File: config.mk
export PLATFORM = sky130hd
export DESIGN_NAME = lottery_scheduler_top
export DESIGN_NICKNAME = d
export VERILOG_FILES = /design/src/rtl/lotsch_pkg.sv /design/src/rtl/lotsch_seq.sv /design/src/rtl/lotsch_dp.sv /design/src/rtl/lottery_scheduler_top.sv
export SDC_FILE = /design/constraint.sdc
export NUM_CORES = 1
export LEC_CHECK = 0
export ABC_AREA = 1
export CORE_MARGIN = 2
export CORE_UTILIZATION = 40
export DETAILED_ROUTE_END_ITERATION = 16
export DONT_BUFFER_PORTS = 1
export MAX_ROUTING_LAYER = met4
export PLACE_DENSITY = 0.61
export SETUP_SLACK_MARGIN = 0.1
export SLEW_MARGIN = 5
export SYNTH_ARGS = -nofsm -noshare
export SYNTH_HDL_FRONTEND = slang
export SYNTH_SLANG_ARGS = --single-unit
File: constraint.sdc
create_clock -name clk_i -period 3.6 [get_ports clk_i]
set_input_delay 0.36 -clock clk_i [delete_from_list [all_inputs] [get_ports clk_i]]
set_output_delay 0.36 -clock clk_i [all_outputs]
set_load 0.005 [all_outputs]
File: src/rtl/lotsch_pkg.sv
// Shared types and constants of the lottery scheduler.
// Holds the microcode word, the status flags and the control program table.
// No dependencies.
package lotsch_pkg;

  // Width of the random value and the last step of the remainder loop
  localparam int unsigned RND_W = 31;
  localparam logic [4:0] MOD_LAST = 5'(RND_W - 1);

  // Widths fixed by the transaction fields
  localparam int unsigned TIX_W  = 8;
  localparam int unsigned IDX_W  = 4;
  localparam int unsigned CNT_W  = 5;
  localparam int unsigned WIN_W  = 5;
  localparam int unsigned SLOT_W = 16;

  // Program counter and step addresses
  localparam int unsigned PC_W = 4;
  typedef logic [PC_W-1:0] pc_t;

  localparam pc_t ST_IDLE     = 4'd0;
  localparam pc_t ST_SUM_CLR  = 4'd1;
  localparam pc_t ST_SUM      = 4'd2;
  localparam pc_t ST_ZCHK     = 4'd3;
  localparam pc_t ST_MOD      = 4'd4;
  localparam pc_t ST_WALK_CLR = 4'd5;
  localparam pc_t ST_WALK     = 4'd6;
  localparam pc_t ST_GRANT    = 4'd7;
  localparam pc_t ST_EMPTY    = 4'd8;

  // Datapath operation of one step
  typedef enum logic [2:0] {
    DP_NOP      = 3'd0,
    DP_SUM_CLR  = 3'd1,
    DP_SUM      = 3'd2,
    DP_MOD_INIT = 3'd3,
    DP_MOD      = 3'd4,
    DP_WALK_CLR = 3'd5,
    DP_WALK     = 3'd6,
    DP_GRANT    = 3'd7
  } dp_op_e;

  // Jump condition; when true the target is taken, else the next step
  typedef enum logic [2:0] {
    CD_ALWAYS     = 3'd0,
    CD_NO_DRAW    = 3'd1,
    CD_SCAN_BUSY  = 3'd2,
    CD_TOTAL_ZERO = 3'd3,
    CD_MOD_BUSY   = 3'd4,
    CD_WALK_BUSY  = 3'd5,
    CD_NEVER      = 3'd6
  } cond_e;

  typedef struct packed {
    dp_op_e op;
    logic   empty;   // report a zero ticket total on DP_GRANT
    cond_e  cond;
    pc_t    target;
  } uc_word_t;

  typedef struct packed {
    logic draw_req;
    logic scan_busy;
    logic total_zero;
    logic mod_busy;
    logic walk_busy;
  } dp_status_t;

  // Control program
  function automatic uc_word_t uc_rom(input pc_t pc);
    uc_word_t w;
    case (pc)
      ST_IDLE:     w = '{op: DP_NOP,      empty: 1'b0, cond: CD_NO_DRAW,    target: ST_IDLE};
      ST_SUM_CLR:  w = '{op: DP_SUM_CLR,  empty: 1'b0, cond: CD_NEVER,      target: ST_IDLE};
      ST_SUM:      w = '{op: DP_SUM,      empty: 1'b0, cond: CD_SCAN_BUSY,  target: ST_SUM};
      ST_ZCHK:     w = '{op: DP_MOD_INIT, empty: 1'b0, cond: CD_TOTAL_ZERO, target: ST_EMPTY};
      ST_MOD:      w = '{op: DP_MOD,      empty: 1'b0, cond: CD_MOD_BUSY,   target: ST_MOD};
      ST_WALK_CLR: w = '{op: DP_WALK_CLR, empty: 1'b0, cond: CD_NEVER,      target: ST_IDLE};
      ST_WALK:     w = '{op: DP_WALK,     empty: 1'b0, cond: CD_WALK_BUSY,  target: ST_WALK};
      ST_GRANT:    w = '{op: DP_GRANT,    empty: 1'b0, cond: CD_ALWAYS,     target: ST_IDLE};
      ST_EMPTY:    w = '{op: DP_GRANT,    empty: 1'b1, cond: CD_ALWAYS,     target: ST_IDLE};
      default:     w = '{op: DP_NOP,      empty: 1'b0, cond: CD_ALWAYS,     target: ST_IDLE};
    endcase
    return w;
  endfunction

endpackage

File: src/rtl/lotsch_seq.sv
// Microcode sequencer of the lottery scheduler: step counter and program table.
// Depends on lotsch_pkg.
module lotsch_seq (
  input  logic                  clk_i,
  input  logic                  rst_ni,
  input  lotsch_pkg::dp_status_t status_i,
  output lotsch_pkg::uc_word_t   word_o,
  output logic                  busy_o
);

  lotsch_pkg::pc_t      pc_q, pc_d;
  lotsch_pkg::uc_word_t word;
  logic                 take;

  // Fetch the control word of the current step
  assign word = lotsch_pkg::uc_rom(pc_q);

  // Evaluate the jump condition
  always_comb begin
    case (word.cond)
      lotsch_pkg::CD_ALWAYS:     take = 1'b1;
      lotsch_pkg::CD_NO_DRAW:    take = ~status_i.draw_req;
      lotsch_pkg::CD_SCAN_BUSY:  take = status_i.scan_busy;
      lotsch_pkg::CD_TOTAL_ZERO: take = status_i.total_zero;
      lotsch_pkg::CD_MOD_BUSY:   take = status_i.mod_busy;
      lotsch_pkg::CD_WALK_BUSY:  take = status_i.walk_busy;
      lotsch_pkg::CD_NEVER:      take = 1'b0;
      default:                   take = 1'b1;
    endcase
    pc_d = take ? word.target : pc_q + lotsch_pkg::pc_t'(1);
  end

  // Advance the step counter
  always_ff @(posedge clk_i or negedge rst_ni) begin
    if (!rst_ni) begin
      pc_q <= lotsch_pkg::ST_IDLE;
    end else begin
      pc_q <= pc_d;
    end
  end

  assign word_o = word;
  assign busy_o = (pc_q != lotsch_pkg::ST_IDLE);

endmodule

File: src/rtl/lotsch_dp.sv
// Datapath of the lottery scheduler: ticket table, ticket sum, bit-serial
// remainder, cumulative walk, slot counter and result registers.
// Depends on lotsch_pkg.
module lotsch_dp #(
  parameter int unsigned MAX_TASK_COUNT = 16
) (
  input  logic                             clk_i,
  input  logic                             rst_ni,
  input  lotsch_pkg::uc_word_t             word_i,
  input  logic                             accept_i,
  input  logic                             op_i,
  input  logic [lotsch_pkg::IDX_W-1:0]     task_index_i,
  input  logic [lotsch_pkg::TIX_W-1:0]     ticket_count_i,
  input  logic [lotsch_pkg::RND_W-1:0]     random_value_i,
  input  logic [lotsch_pkg::CNT_W-1:0]     task_count_i,
  output lotsch_pkg::dp_status_t           status_o,
  output logic                             done_o,
  output logic [lotsch_pkg::WIN_W-1:0]     winner_id_o,
  output logic [lotsch_pkg::SLOT_W-1:0]    slot_start_o,
  output logic                             no_tickets_o
);

  localparam int unsigned AW = (MAX_TASK_COUNT > 1) ? $clog2(MAX_TASK_COUNT) : 1;
  localparam int unsigned CW = $clog2(MAX_TASK_COUNT + 1);
  localparam int unsigned TW = $clog2(MAX_TASK_COUNT * 255 + 1);

  // Ticket table with per-entry valid bits
  logic [lotsch_pkg::TIX_W-1:0] tbl_mem [MAX_TASK_COUNT];
  logic [MAX_TASK_COUNT-1:0]    ent_vld_q;
  logic [lotsch_pkg::TIX_W-1:0] rd_data_q;
  logic                         rd_ent_vld_q;
  logic [lotsch_pkg::TIX_W-1:0] rd_tix;
  logic                         wr_en;
  logic [AW-1:0]                wr_addr;
  logic [AW-1:0]                rd_addr;

  // Scan control
  logic [CW-1:0]                idx_q, idx_d;
  logic                         rd_vld_q, rd_vld_d;
  logic [AW-1:0]                rd_idx_q;
  logic [CW-1:0]                active;
  logic                         issue;
  logic                         scan_done;

  // Arithmetic
  logic [TW-1:0]                total_q, total_d;
  logic [TW-1:0]                rem_q, rem_d;
  logic [TW-1:0]                run_q, run_d;
  logic [TW-1:0]                run_sum;
  logic [TW:0]                  trial;
  logic [lotsch_pkg::RND_W-1:0] rnd_q, rnd_d;
  logic [4:0]                   mcnt_q, mcnt_d;
  logic                         hit;
  logic [lotsch_pkg::WIN_W-1:0] win_q, win_d;

  // Slot counter and result registers
  logic [lotsch_pkg::SLOT_W-1:0] slot_q, slot_d;
  logic                          done_q;
  logic [lotsch_pkg::WIN_W-1:0]  res_win_q;
  logic [lotsch_pkg::SLOT_W-1:0] res_slot_q;
  logic                          res_empty_q;

  // Saturate the active task count at the table size
  assign active = (32'(task_count_i) > MAX_TASK_COUNT) ? CW'(MAX_TASK_COUNT)
                                                       : CW'(task_count_i);

  // Table write on a load transaction that addresses an existing entry
  assign wr_en   = accept_i && !op_i && (32'(task_index_i) < MAX_TASK_COUNT);
  assign wr_addr = AW'(task_index_i);
  assign rd_addr = idx_q[AW-1:0];

  always_ff @(posedge clk_i) begin
    if (wr_en) begin
      tbl_mem[wr_addr] <= ticket_count_i;
    end
    rd_data_q <= tbl_mem[rd_addr];
  end

  always_ff @(posedge clk_i or negedge rst_ni) begin
    if (!rst_ni) begin
      ent_vld_q    <= '0;
      rd_ent_vld_q <= 1'b0;
    end else begin
      if (wr_en) begin
        ent_vld_q[wr_addr] <= 1'b1;
      end
      rd_ent_vld_q <= ent_vld_q[rd_addr];
    end
  end

  // An entry never written reads as zero tickets
  assign rd_tix = rd_ent_vld_q ? rd_data_q : '0;

  assign issue     = (idx_q < active);
  assign scan_done = !issue && !rd_vld_q;
  assign run_sum   = run_q + TW'(rd_tix);
  assign hit       = rd_vld_q && (rem_q < run_sum);
  assign trial     = {rem_q, rnd_q[lotsch_pkg::RND_W-1]};

  // Datapath operations selected by the control word
  always_comb begin
    idx_d    = idx_q;
    rd_vld_d = 1'b0;
    total_d  = total_q;
    rem_d    = rem_q;
    run_d    = run_q;
    rnd_d    = rnd_q;
    mcnt_d   = mcnt_q;
    win_d    = win_q;
    slot_d   = slot_q;
    if (accept_i) begin
      rnd_d = random_value_i;
    end
    case (word_i.op)
      lotsch_pkg::DP_SUM_CLR: begin
        idx_d   = '0;
        total_d = '0;
      end
      lotsch_pkg::DP_SUM: begin
        rd_vld_d = issue;
        if (issue) begin
          idx_d = idx_q + CW'(1);
        end
        if (rd_vld_q) begin
          total_d = total_q + TW'(rd_tix);
        end
      end
      lotsch_pkg::DP_MOD_INIT: begin
        rem_d  = '0;
        mcnt_d = '0;
      end
      lotsch_pkg::DP_MOD: begin
        // one restoring step of the remainder per cycle
        if (trial >= {1'b0, total_q}) begin
          rem_d = TW'(trial - {1'b0, total_q});
        end else begin
          rem_d = trial[TW-1:0];
        end
        rnd_d  = rnd_q << 1;
        mcnt_d = mcnt_q + 5'd1;
      end
      lotsch_pkg::DP_WALK_CLR: begin
        idx_d = '0;
        run_d = '0;
        win_d = '0;
      end
      lotsch_pkg::DP_WALK: begin
        rd_vld_d = issue;
        if (issue) begin
          idx_d = idx_q + CW'(1);
        end
        if (rd_vld_q) begin
          run_d = run_sum;
        end
        if (hit) begin
          win_d = lotsch_pkg::WIN_W'({1'b0, rd_idx_q} + (AW + 1)'(1));
        end
      end
      lotsch_pkg::DP_GRANT: begin
        if (!word_i.empty) begin
          slot_d = slot_q + lotsch_pkg::SLOT_W'(1);
        end
      end
      default: begin
      end
    endcase
  end

  // Hold control and counter state
  always_ff @(posedge clk_i or negedge rst_ni) begin
    if (!rst_ni) begin
      idx_q    <= '0;
      rd_vld_q <= 1'b0;
      mcnt_q   <= '0;
      slot_q   <= '0;
      done_q   <= 1'b0;
    end else begin
      idx_q    <= idx_d;
      rd_vld_q <= rd_vld_d;
      mcnt_q   <= mcnt_d;
      slot_q   <= slot_d;
      done_q   <= (word_i.op == lotsch_pkg::DP_GRANT);
    end
  end

  // Payload registers
  always_ff @(posedge clk_i) begin
    rd_idx_q <= rd_addr;
    total_q  <= total_d;
    rem_q    <= rem_d;
    run_q    <= run_d;
    rnd_q    <= rnd_d;
    win_q    <= win_d;
    if (word_i.op == lotsch_pkg::DP_GRANT) begin
      res_win_q   <= word_i.empty ? '0 : win_q;
      res_slot_q  <= word_i.empty ? '0 : slot_q;
      res_empty_q <= word_i.empty;
    end
  end

  assign status_o.draw_req   = accept_i && op_i;
  assign status_o.scan_busy  = !scan_done;
  assign status_o.total_zero = (total_q == '0);
  assign status_o.mod_busy   = (mcnt_q != lotsch_pkg::MOD_LAST);
  assign status_o.walk_busy  = !hit && !scan_done;

  assign done_o       = done_q;
  assign winner_id_o  = res_win_q;
  assign slot_start_o = res_slot_q;
  assign no_tickets_o = res_empty_q;

endmodule

File: src/rtl/lottery_scheduler_top.sv
// Top level of the lottery scheduler: configuration register, sequencer and
// datapath. Depends on lotsch_pkg, lotsch_seq and lotsch_dp.
//
//  channel  | handshake                 | payload
//  ---------+---------------------------+--------------------------------------
//  command  | start, busy               | op_i, task_index_i, ticket_count_i,
//           |                           | random_value_i
//  result   | done_o (one-cycle strobe) | winner_id_o, slot_start_o, no_tickets_o
//  config   | cfg_we_i                  | cfg_wdata_i (task_count)
//
// A load is taken while idle and busy stays low. A draw keeps busy high through
// its steps: one step to clear, a sum over the first N table entries at one read
// a cycle (N the active task count), one zero check, 31 bit-serial remainder
// steps, one step to clear the walk, the walk and one step to grant.
// done_o rises in the cycle in which busy falls. A zero total skips remainder
// and walk.
// Reset clears the ticket table at once through per-entry valid bits.
// The receiver cannot stall: each result shows for one cycle only.
module lottery_scheduler_top #(
  parameter int unsigned MAX_TASK_COUNT = 16
) (
  input  logic                          clk_i,
  input  logic                          rst_ni,
  input  logic                          start,
  output logic                          busy,
  input  logic                          op_i,
  input  logic [lotsch_pkg::IDX_W-1:0]  task_index_i,
  input  logic [lotsch_pkg::TIX_W-1:0]  ticket_count_i,
  input  logic [lotsch_pkg::RND_W-1:0]  random_value_i,
  input  logic                          cfg_we_i,
  input  logic [lotsch_pkg::CNT_W-1:0]  cfg_wdata_i,
  output logic                          done_o,
  output logic [lotsch_pkg::WIN_W-1:0]  winner_id_o,
  output logic [lotsch_pkg::SLOT_W-1:0] slot_start_o,
  output logic                          no_tickets_o
);

  logic [lotsch_pkg::CNT_W-1:0] task_count_q;
  lotsch_pkg::uc_word_t         word;
  lotsch_pkg::dp_status_t       status;
  logic                         seq_busy;
  logic                         accept;

  // Hold the active task count
  always_ff @(posedge clk_i or negedge rst_ni) begin
    if (!rst_ni) begin
      task_count_q <= lotsch_pkg::CNT_W'(1);
    end else if (cfg_we_i) begin
      task_count_q <= cfg_wdata_i;
    end
  end

  assign accept = start && !seq_busy;
  assign busy   = seq_busy;

  lotsch_seq u_seq (
    .clk_i    (clk_i),
    .rst_ni   (rst_ni),
    .status_i (status),
    .word_o   (word),
    .busy_o   (seq_busy)
  );

  lotsch_dp #(
    .MAX_TASK_COUNT (MAX_TASK_COUNT)
  ) u_dp (
    .clk_i          (clk_i),
    .rst_ni         (rst_ni),
    .word_i         (word),
    .accept_i       (accept),
    .op_i           (op_i),
    .task_index_i   (task_index_i),
    .ticket_count_i (ticket_count_i),
    .random_value_i (random_value_i),
    .task_count_i   (task_count_q),
    .status_o       (status),
    .done_o         (done_o),
    .winner_id_o    (winner_id_o),
    .slot_start_o   (slot_start_o),
    .no_tickets_o   (no_tickets_o)
  );

endmodule

Word-level counts from Yosys, hierarchy flattened
Memories as Yosys holds them, arrays and structs flattened. A register that Yosys moved wholly into a read port is not among the register bits.
Index checks and enable logic that the tools add are counted.
- bits in read-only memories: 160
- input bits: 53
- bits in registers: 152
- memories: 2
- RAM bits: 128
- memories (memory ; depth ; bits a word ; read ports ; clocked after Yosys merged registers in ; write ports ; RTL line ; source):
    (name not given) ; 16 ; 10 ; 1 ; 0 ; 0 ; lotsch_pkg.sv:72 ; case (pc)
    u_dp.tbl_mem ; 16 ; 8 ; 1 ; 1 ; 1 ; lotsch_dp.sv:28 ; logic [lotsch_pkg::TIX_W-1:0] tbl_mem [MAX_TASK_COUNT];
- bitwise gates (word level): 3
- equality and inequality tests: 18
- reductions and logical operators: 27
- add/sub/neg operators: 8
- $lt $le $gt $ge: 7
- multiplexer cells: 24
- operators with widths (cell ; count):
    12-bit case mux with 2 select lines ; 3
    31-bit two-way mux ; 2
    12-bit two-way mux ; 3
    5-bit case mux with 2 select lines ; 3
    12-bit by 8-bit adder with 12-bit output ; 2
    3-bit equality test (second input constant) ; 7
    16-bit by 1-bit adder with 16-bit output (second input constant) ; 1
    16-bit OR ; 1
    5-bit two-way mux ; 3
    13-bit by 12-bit >= comparator with 1-bit output ; 1
    3-bit by 2-bit equality test with 1-bit output (second input constant) ; 4
    12-bit zero test ; 1
    12-bit < comparator ; 1
    12-bit subtractor ; 1
    5-bit by 1-bit adder with 5-bit output (second input constant) ; 2
    4-bit by 5-bit < comparator with 1-bit output (second input constant) ; 2
    2-bit AND reduction ; 5
    2-bit nonzero test ; 5
    8-bit two-way mux ; 1
    2-bit by 1-bit inequality test with 1-bit output (second input constant) ; 4
    1-bit logical AND ; 7
    3-bit by 1-bit equality test with 1-bit output (second input constant) ; 2
    1-bit zero test ; 6
    1-bit case mux with 6 select lines ; 1
    13 further kinds ; 19

Depth between registers and ports, before layout
- word-level depth: 9
- gate-level depth with buffers: 28

Hierarchy
Synthesis repeated with hierarchy kept, for this count alone.
- cells, all modules: 1444
- area total of the unflattened synthesis: 13997.2 µm²
- modules (own cells, without submodules) (module ; instances ; seq. area each (µm²) ; area an instance (µm²) ; cells an instance):
    lotsch_dp ; 1 ; 8022.7 ; 13376.6 ; 1355
    lotsch_seq ; 1 ; 100.1 ; 426.7 ; 66
    lottery_scheduler_top ; 1 ; 126.4 ; 193.9 ; 23

Least setup slack after synthesis
No wires, ideal clock.
- path type: register -> register
- start point: register u_dp.rd_ent_vld_q
- end point: register u_dp.win_q[0] (netlist name) (enable)
- period minus slack after synthesis: 2922 ps
- path buffers: 1
- arrival time: 2567 ps
- required time: 3245 ps
- setup time: 355 ps
- stages on the path, launching flop included: 25
- path slack: 678 ps
- cell sequence: dfrtp_1 buf_2 nand2_1 nor2_1 inv_1 nand2_1 inv_1 ha_1 inv_1 nand2_1 nand2_1 nand2_1 nand2_1 o21ai_1 nand2_1 nand2_1 nand2_1 ha_1 nand2_1 inv_1 nand2_1 nand2_1 a21oi_1 nand2_1 o22ai_1
- longest elaborated chain between the ends: 6
- RTL lines (what ; RTL line ; source):
    start, declared ; lotsch_dp.sv:31 ; logic rd_ent_vld_q;
    start signal, assigned ; lotsch_dp.sv:87 ; rd_ent_vld_q <= ent_vld_q[rd_addr];
    8-bit two-way mux ; lotsch_dp.sv:92 ; assign rd_tix = rd_ent_vld_q ? rd_data_q : '0;
    12-bit by 8-bit adder with 12-bit output ; lotsch_dp.sv:96 ; assign run_sum = run_q + TW'(rd_tix);
    12-bit < comparator ; lotsch_dp.sv:97 ; assign hit = rd_vld_q && (rem_q < run_sum);
    1-bit logical AND ; lotsch_dp.sv:97 ;
    2-bit by 1-bit inequality test with 1-bit output (no source line) ; -- ;
    2-bit AND reduction (no source line) ; -- ;
    end signal, assigned ; lotsch_dp.sv:193 ; win_q <= win_d;
    end, declared ; lotsch_dp.sv:54 ; logic [lotsch_pkg::WIN_W-1:0] win_q, win_d;
Every way passes these cells.
A chain may end at the register's enable or synchronous reset.

Worst setup path in the final report
- start point: register u_dp.rd_ent_vld_q
- end point: register u_dp.win_q[1] (netlist name) (enable)
The elaborated chain is that of the path after synthesis.

==> impl_results.md <==
* PD cells at 755 nW/um^2
* Largest area contributor in the netlist: edfxtp_1
* GRT Util Overall at 17.6%
* Syn_nets at 1493
* I/O Buffers at 0
* TritonRoute pass-1 iters at 5
* Static Leak at 6.54 nW
* Hpwl dp at 20300 um
* Peak supply drop at 0.465 mV
* Placer Congestion at 0.867
* Min-delay src: random_value_i[24]
* Utilization after layout at 46.2%
* Max frequency at 0.321 GHz
* Number of global-route vias before repair at 9158
* RSZ-0062 raised after global routing: false
* WS Path Type: reg2reg
* CP Data Arrival Time at 3.36 ns
* Final layout net count at 1525
* Slew headroom at 34.6%
* Synthesized instance count at 1391
* Core Footprint at 33600 um^2
* Synth-to-layout area growth at 13.7%
* Worst setup EP type: flip-flop
* Largest net degree at the start of global routing at 77
* Cell Chain, Critical Path: nand2_1 -> nor2_1 -> inv_1 -> nand2_1 -> inv_1 -> ha_1 -> inv_1 -> nand2_1 -> nand2_1 -> nand2_1 -> nand2_1 -> o21ai_1 -> nand2_1 -> nand2_1 -> nand2_1 -> ha_1 -> nand2_1 -> inv_1 -> nand2_1 -> nand2_1 -> a21oi_1 -> nand2_1 -> o22ai_2
* Share of layout cells above drive strength 1 at 7.60%
* DR iter-0 viols at 626
* Synth Cell Area at 13700 um^2
* Most numerous cell on the critical path: nand2_1
* Htree depth at 1
* Final Hold Fails at 0
* Final Skew at 0.0122 ns
* Die Y at 189 um
* Netlist cell types at 40
* Synth warn at 0
* Tmin final at 3.11 ns
* Post-DR vias/cell at 4.97
* Routed length on met1 at 14400 um
* First-pass GRT wire length at 48700 um
* #FFs+latches synth at 288
* Die ar. at 35700 um^2
* Max FO, Critical Path at 10
* DRT antenna net count at 0
* DR vias at 9432
* # clock sinks at 288
* Yosys top cell area share at 48.6%
* CTS Buffer Depth at 3
* Max-cap violations at 0
* Fin crit share at 86.5%
* Initial antenna violation count at 3
* Sequential-to-total area share from yosys stat at 60.4%
* Measured slew at the worst slew-check pin at 0.980 ns
* Internal reg-to-reg setup slack at 0.49 ns
* Overall power at 0.0117 W
* Gr ovfl total at 0
* Setup TNS at 0 ns
* Top post-synthesis cells by area: edfxtp_1 49%, dfrtp_1 9.7%, nand2_1 7.7%
* Row cnt at 67
* Run status: finished clean
* CTS buffer count at 31
* CP required at 3.84 ns
* Crit path from: u_dp.rd_ent_vld_q$_DFF_PN0_
* Post-Route WL at 30500 um
* Final setup viols at 0
* Post-Syn Area per Cell at 9.83 um^2
* Clk root buf: clkbuf_16
* Max Slew Vio Count at 0
* CTS tree: built
* Initial Util at 40.7%
* Die W at 189 um
* DR WL met3 at 1050 um
* # DRC at 0
* Clock-pin slew on the worst setup and hold paths at 0.06 ns
* CP Launch Type: flip-flop
* IO Count at 77
* Worst r2r src: u_dp.rd_ent_vld_q$_DFF_PN0_
* Worst Hold Class: in2reg
* Wire per inst at 16.0 um
* Top Metal Used: met4
* Slowest cell on crit path: dfrtp_2
* Latest clock arrival within the worst-skew pair at 0.58 ns
* DR WL met2 at 14100 um
* Slowest Stage Delay on Critical Path at 0.47 ns
Yosys cell counts (all sizes together):
master,count
o22ai,28
nor4,1
nand2,286
xor2,22
nand3b,3
o21ai,137
mux2,4
buf,7
dfrtp,53
a211oi,2
a31oi,1
o31ai,1
xnor2,14
edfxtp,221
fa,1
o221ai,11
o211ai,5
nor3,10
o21a,1
dfxtp,13
clkinv,1
a21oi,41
dfstp,1
nand4,10
nor2,188
inv,171
ha,48
a21o,1
or2,8
clkbuf,33
o21bai,1
nand3,67
layout make-up:
cell class / instances / area (um^2)
clock inverters: 17 / 248
inverters: 172 / 646
diodes: 3 / 7.51
multi-input cells: 891 / 4620
clock buffers: 41 / 853
flip-flops and latches: 288 / 8250
well taps: 448 / 561
repair buffers: 39 / 353
fillers: 3128 / 18100
report_power, final:
group	switching [W]	internal, W	total [W]	leakage (nW)
combinational	0.00262	0.00122	0.00384	3.15
clock	0.00131	0.00209	0.00340	0.547
sequential	0.000310	0.00419	0.00450	2.84
sequential cells by signal, indices dropped and copies added, names as in the netlist:
name / cells
u_dp.mcnt_q: 5
u_dp.rd_data_q: 8
u_dp.run_q: 12
u_dp.done_o: 1
u_dp.win_q: 5
u_dp.rem_q: 12
u_dp.rnd_q: 31
u_dp.rd_vld_q: 1
u_dp.tbl_mem: 128
u_seq.pc_q: 4
u_dp.idx_q: 5
u_dp.no_tickets_o: 1
u_dp.slot_q: 16
task_count_q: 5
u_dp.ent_vld_q: 16
u_dp.rd_idx_q: 4
u_dp.slot_start_o: 16
u_dp.rd_ent_vld_q: 1
u_dp.winner_id_o: 5
u_dp.total_q: 12
through the flow:
stage	setup WS [ns]	hold slack (ns)	area (um^2)	std cells
3_5_place_dp	0.304	0.0673	14200	1821
3_3_place_gp	0.370	0.0672	14200	1821
4_1_cts	0.281	0.0222	15500	1896
6_report	0.486	0.0450	15500	1899
2_1_floorplan	0.678	0.0644	13700	1391
5_1_grt	0.186	0.0368	15500	1899
kinds of logic after synthesis:
logic type	after synthesis	share of synthesized area (%)
buffers and inverters	212	5.88
DFF	288	60.4
muxes	4	0.330
AOI/OAI and AO/OA	229	9.25
and+or+nand+nor	573	17.3
xor gates and xnor gates	36	2.31
adders and majority gates	49	4.54
layout by cell type, fill, tap and decap left out, types with 27 or more instances in the layout:
master       n
inv_1      165
a21oi_1     41
o22ai_1     27
nand3_1     64
edfxtp_1   221
clkbuf_16   31
nand2_1    282
ha_1        48
nor2_1     182
dfrtp_1     51
o21ai_0    135
critical path, delay by kind of cell, from the launching register on:
kind / cells / cell delay (ns)
adders and majority gates: 2 / 0.42
AOI/OAI and AO/OA: 3 / 0.62
DFF: 1 / 0.47
and+or+nand+nor: 14 / 1.05
buffers and inverters: 4 / 0.23
routing by layer:
| metal | up-vias | GRT usage, % |
|---|---|---|
| met2 | 160 | 28.1 |
| met3 | 54 | 2.28 |
| met5 | - | - |
| met1 | 4466 | 23.6 |
| met4 | 0 | 5.02 |
| li1 | 4752 | - |
timing repair:
action,CTS,global route
buffers inserted,0,0
endpoints found under the setup margin,0,5
hold endpoints to repair,188,0
hold buffers,17,0
gates resized for setup,0,2
worst paths after layout:
check | endpoint | cells past startpoint
min in group asynchronous | u_dp.ent_vld_q[7]$_DFFE_PN0P_ | 2
max in group asynchronous | task_count_q[0]$_DFFE_PN1P_ | 2
min | u_dp.rnd_q[24]$_DFFE_PP_ | 2
max reg2reg | u_dp.win_q[1]$_SDFFCE_PN0P_ | 23
max | u_dp.win_q[1]$_SDFFCE_PN0P_ | 23
min reg2reg | u_dp.rnd_q[0]$_SDFFE_PP0P_ | 2
Power figures use the tool's default switching activity.
